**config.mk**
```make
export PLATFORM = sky130hd
export DESIGN_NAME = gb2_queue
export DESIGN_NICKNAME = d
export VERILOG_FILES = /design/src/rtl/core/gb2_pkg.sv /design/src/rtl/core/gb2_queue.sv
export SDC_FILE = /design/constraint.sdc
export NUM_CORES = 1
export LEC_CHECK = 0
export BUFFER_PORTS_ARGS = -buffer_cell sky130_fd_sc_hd__buf_2
export CAP_MARGIN = 20
export CORE_UTILIZATION = 50
export CTS_CLUSTER_SIZE = 25
export DETAILED_ROUTE_END_ITERATION = 10
export PLACE_DENSITY = 0.7
export SYNTH_ARGS = -nofsm -noshare
export SYNTH_HDL_FRONTEND = slang
export SYNTH_SLANG_ARGS = --single-unit
```
**constraint.sdc**
```tcl
create_clock -name clk -period 5.88 [get_ports clk]
set_clock_uncertainty 0.1 [all_clocks]
set_input_delay 0.588 -clock clk [delete_from_list [all_inputs] [get_ports clk]]
set_output_delay 0.588 -clock clk [all_outputs]
set_load 0.02 [all_outputs]
```
**src/rtl/core/gb2_pkg.sv**
```systemverilog
package gb2_pkg;

  localparam int MAP_AW      = 12;
  localparam int GLYPH_AW    = 8;
  localparam int BYTE_AW     = 12;
  localparam int TILE_SHIFT  = 4;
  localparam int FRAME_AW    = 20;
  localparam int MAX_COLS    = 8;
  localparam int MAX_ROWS    = 8;
  localparam int QUEUE_DEPTH = 4;
  localparam int QUEUE_AW    = 2;

  localparam logic [8:0] NO_GLYPH = 9'h100;

  localparam logic [2:0] ACT_MAP   = 3'd0;
  localparam logic [2:0] ACT_BYTE  = 3'd1;
  localparam logic [2:0] ACT_SPACE = 3'd2;
  localparam logic [2:0] ACT_WIDTH = 3'd3;
  localparam logic [2:0] ACT_DRAW  = 3'd4;

  localparam logic [2:0] CFG_TILE_COLUMNS = 3'd0;
  localparam logic [2:0] CFG_TILE_ROWS    = 3'd1;
  localparam logic [2:0] CFG_LINE_PITCH   = 3'd2;
  localparam logic [2:0] CFG_REPLACEMENT  = 3'd3;
  localparam logic [2:0] CFG_PALETTE_0    = 3'd4;
  localparam logic [2:0] CFG_PALETTE_1    = 3'd5;
  localparam logic [2:0] CFG_PALETTE_2    = 3'd6;
  localparam logic [2:0] CFG_PALETTE_3    = 3'd7;

  typedef enum logic [1:0] {
    CMD_BYTE,
    CMD_SPACE,
    CMD_WIDTH,
    CMD_DRAW
  } cmd_kind_t;

  // For a draw, value carries the glyph number.
  typedef struct packed {
    cmd_kind_t   kind;
    logic [11:0] index;
    logic [7:0]  value;
    logic [11:0] pos_x;
    logic [11:0] pos_y;
  } cmd_t;

  typedef struct packed {
    logic [3:0]  tile_columns;
    logic [3:0]  tile_rows;
    logic [12:0] line_pitch;
    logic [15:0] palette_0;
    logic [15:0] palette_1;
    logic [15:0] palette_2;
    logic [15:0] palette_3;
  } draw_cfg_t;

endpackage

```
**src/rtl/core/gb2_queue.sv**
```systemverilog
module gb2_queue (
  input  logic          clk,
  input  logic          rst,
  input  logic          push,
  input  gb2_pkg::cmd_t push_data,
  output logic          push_ready,
  input  logic          pop,
  output gb2_pkg::cmd_t pop_data,
  output logic          pop_valid
);

  gb2_pkg::cmd_t entries [gb2_pkg::QUEUE_DEPTH];
  logic [gb2_pkg::QUEUE_AW-1:0] wr_ptr;
  logic [gb2_pkg::QUEUE_AW-1:0] rd_ptr;
  logic [gb2_pkg::QUEUE_AW:0]   count;
  logic do_push;
  logic do_pop;

  assign push_ready = (count != (gb2_pkg::QUEUE_AW+1)'(gb2_pkg::QUEUE_DEPTH));
  assign pop_valid  = (count != '0);
  assign pop_data   = entries[rd_ptr];
  assign do_push    = push && push_ready;
  assign do_pop     = pop && pop_valid;

  always_ff @(posedge clk) begin
    if (do_push) begin
      entries[wr_ptr] <= push_data;
    end
  end

  always_ff @(posedge clk) begin
    if (rst) begin
      wr_ptr <= '0;
      rd_ptr <= '0;
      count  <= '0;
    end else begin
      if (do_push) begin
        wr_ptr <= wr_ptr + 1'b1;
      end
      if (do_pop) begin
        rd_ptr <= rd_ptr + 1'b1;
      end
      unique case ({do_push, do_pop})
        2'b10:   count <= count + 1'b1;
        2'b01:   count <= count - 1'b1;
        default: count <= count;
      endcase
    end
  end

endmodule

```
==> flow_metrics.py <==
metrics = {
    "global_routing": {
        "grtUsageMet1": 0.220,
        "grt_antenna_before_repair": 1,
        "globalRouteMet3Util": 0.0590,
        "grt_met2_use": 0.262,
        "grt_total_usage": 0.171,
        "grt-ovfl-total": 0,
        "grt.busiest_layer": "met2",
        "grt_start_max_net_pins": 47,
        "grt_pass1_wl_mm": 17.6,
        "via_count_of_the_first_global_routing_pass": 3241,
    },
    "floorplanning": {
        "die_height_um": 122,
        "io-pin-count": 98,
        "design.die.area_mm2": 0.0148,
        "rows": 43,
        "die_w_um": 122,
        "coreArea_mm2": 0.0139,
        "initial_utilization": 0.515,
    },
    "cts": {
        "cts.htree.levels": 4,
        "cts.sinks": 193,
        "cts_buffers": 17,
        "worst_case_clock_buffer_depth": 2,
        "tritoncts": "built",
        "cts_repair_resize_count": 0,
        "cts.hold.buffers_added": 0,
        "post_cts_buffers": 0,
        "worst_setup_hold_path_clk_slew_ns": 0.07,
        "cts_root_buf": "clkbuf_16",
        "worstSkewPairLatency_ns": 0.43,
    },
    "worst_setup_path": {
        "worstSetupPathType": "register to output port",
        "arrival_time_at_the_worst_endpoint_ns": 2.27,
        "worstSetupStartpointType": "register",
        "timing.critical_path.fanout_max": 46,
        "worstPathRequired_ns": 5.19,
        "crit_path_end_kind": "output port",
    },
    "logic_synthesis": {
        "post_synth_xor_area_fraction": 0.00488,
        "synth.yosys.seq_area_share": 0.795,
        "synthArstFlopShare": 0,
        "synth.avg_cell_area_um2": 24.6,
        "synth_enable_flop_cells": 184,
        "netlist_instances": 292,
        "synth_fa_ha_area_frac": 0.0115,
        "yosys-mux-area-fraction": 0.150,
        "synth-seq-cells": 193,
        "synth_top_family_by_area": "multiplexers",
        "synth_fp_nets": 348,
        "synthDistinctLibCells": 26,
        "synth_simple_gate_area_share": 0.0122,
        "synth-main-ff-cell": "edfxtp_1",
        "synthesis.yosys.warnings": 0,
        "syn-cell-area_mm2": 0.00718,
        "synth_compound_area_frac": 0.00610,
    },
    "cells_and_area": {
        "area_growth_syn_to_layout_pct": 17.3,
        "layout-drive-gt1-share": 0.429,
        "final_cell_count_no_fill": 596,
        "net_count_final": 458,
        "filler_cell_count": 992,
    },
    "detailed_routing": {
        "detail_route.drc_violations": 0,
        "via_count": 3222,
        "postRouteWirelength_mm": 11.7,
        "ant_nets": 0,
        "vias_per_cell": 5.41,
        "avgRoutedWirePerCell_um": 19.7,
        "firstDrtPassIters": 5,
        "drt_first_iter_violations": 222,
    },
    "timing": {
        "final.period_utilization": 0.504,
        "finalHoldWorstSlack_ns": 0.271,
        "report.final.hold_viol_count": 0,
        "fin_setup_tns_ns": 0,
        "finalCriticalPeriod_ns": 2.96,
        "timing.fmax_ghz": 0.338,
        "final_critical_path_setup_slack_ns": 2.92,
        "finalMaxSlewViolations": 0,
        "tightestPinTransition_ns": 0.928,
        "relSlewSlack": 0.382,
        "timing.final.setup_violations": 0,
        "rsz0062_at_grt": "false",
    },
    "place": {
        "gpl.final_weighted_congestion": 0.689,
        "dp.final_hpwl_mm": 6.70,
        "count_of_input_and_output_buffers": 97,
        "placedCellCount": 563,
        "dpl_worst_slack_ns": 3.30,
    },
    "flow_run": {
        "maxCapViolations": 0,
    },
    "min_path": {
        "hp-class": "primary input to register",
    },
    "power_and_ir_drop": {
        "vdd.ir_drop.worst_mv": 0.213,
        "cellPowerDensity_mw_per_mm2": 448,
        "power.static_leakage_nw": 2.84,
    },
    "status": {
        "status": "finished clean",
    },
}
==> synthesized netlist by cell type, types with 2 or more instances <==
master    instances  area (um2)
edfxtp_1        184        5530
mux4_2           40         901
dfxtp_1           9         180
nor2_1            9        33.8
inv_1             6        22.5
mux4_1            6         158
ha_1              5        62.6
and2_1            4        25.0
buf_12            4        80.1
buf_2             4        20.0
xor2_1            3        26.3
a21oi_1           2        10.0
nand2b_1          2        12.5
or3_1             2        12.5
==> kinds of logic (layout without fill, tap and decap cells) <==
kind of cell | count (synthesis) | in the layout
DFF | 193 | 193
muxes | 48 | 48
and+or+nand+nor | 18 | 18
buffers and inverters | 17 | 140
adders and majority gates | 6 | 6
AOI/OAI and AO/OA | 6 | 6
xor gates and xnor gates | 4 | 4
other | 0 | 1
==> path summary, 6_finish.rpt <==
| check | from | end | slack [ns] | depth (start not counted) |
|---|---|---|---|---|
| min | push_data[8] | entries[2][8]$_DFFE_PP_ | 0.27 | 1 |
| max reg2reg | count[0]$_SDFFE_PP0P_ | entries[1][23]$_DFFE_PP_ | 3.57 | 4 |
| max | register | pop_data[40] | 2.92 | 2 |
| min reg2reg | wr_ptr[1]$_SDFFE_PP0P_ | wr_ptr[1]$_SDFFE_PP0P_ | 0.42 | 2 |
==> per-stage QoR <==
step | instance area (um2) | power (mW) | util
finish | 8420 | 3.77 | 0.604
global route | 8420 | 3.93 | 0.604
CTS | 8420 | 3.82 | 0.604
detailed placement | 7820 | 2.67 | 0.561
global placement | 7820 | 2.66 | 0.561
floorplan | 7180 | 2.45 | -
==> sequential cells by signal, indices dropped and copies added, names as in the netlist, named ones only <==
register	flops
entries	184
wr_ptr	2
rd_ptr	2
count	3
==> critical path, stage by stage (launching register included) <==
cell	delay, ns
dfxtp_4	0.96
mux4_1	0.68
buf_2	0.18
==> routing by layer <==
metal	wire length, um	share of wire
met1	5220	0.45
met2	5590	0.48
met3	716	0.061
met4	208	0.018
met5	0	0
==> report_power, final <==
part	switching, mW	internal, mW	total (mW)
combinational	0.436	0.384	0.819
clock	0.465	0.690	1.15
sequential	0.136	1.66	1.80
total	1.04	2.73	3.77
==> area by class of cell <==
| class | instances | area (um2) | share of cell area |
|---|---|---|---|
| flip-flops and latches | 193 | 5710 | 0.678 |
| multi-input cells | 82 | 1330 | 0.158 |
| repair buffers | 102 | 523 | 0.0621 |
| clock buffers | 22 | 464 | 0.0551 |
| well taps | 180 | 225 | 0.0267 |
| clock inverters | 10 | 138 | 0.0163 |
| inverters | 6 | 22.5 | 0.00267 |
| diodes | 1 | 2.50 | 0.000297 |
==> cell usage in the layout, fill, tap and decap left out, types with 2 or more instances in the layout <==
cell type,n
inv_1,6
buf_2,97
clkbuf_8,2
mux4_1,6
bufinv_16,3
mux4_2,40
ha_1,5
edfxtp_1,184
or3_1,2
buf_4,5
dfxtp_1,7
xor2_1,3
nand2b_1,2
clkinvlp_4,4
nor2_1,9
a21oi_1,2
clkbuf_1,3
clkbuf_16,17
and2_2,4
(Power assumes the default switching activity.)
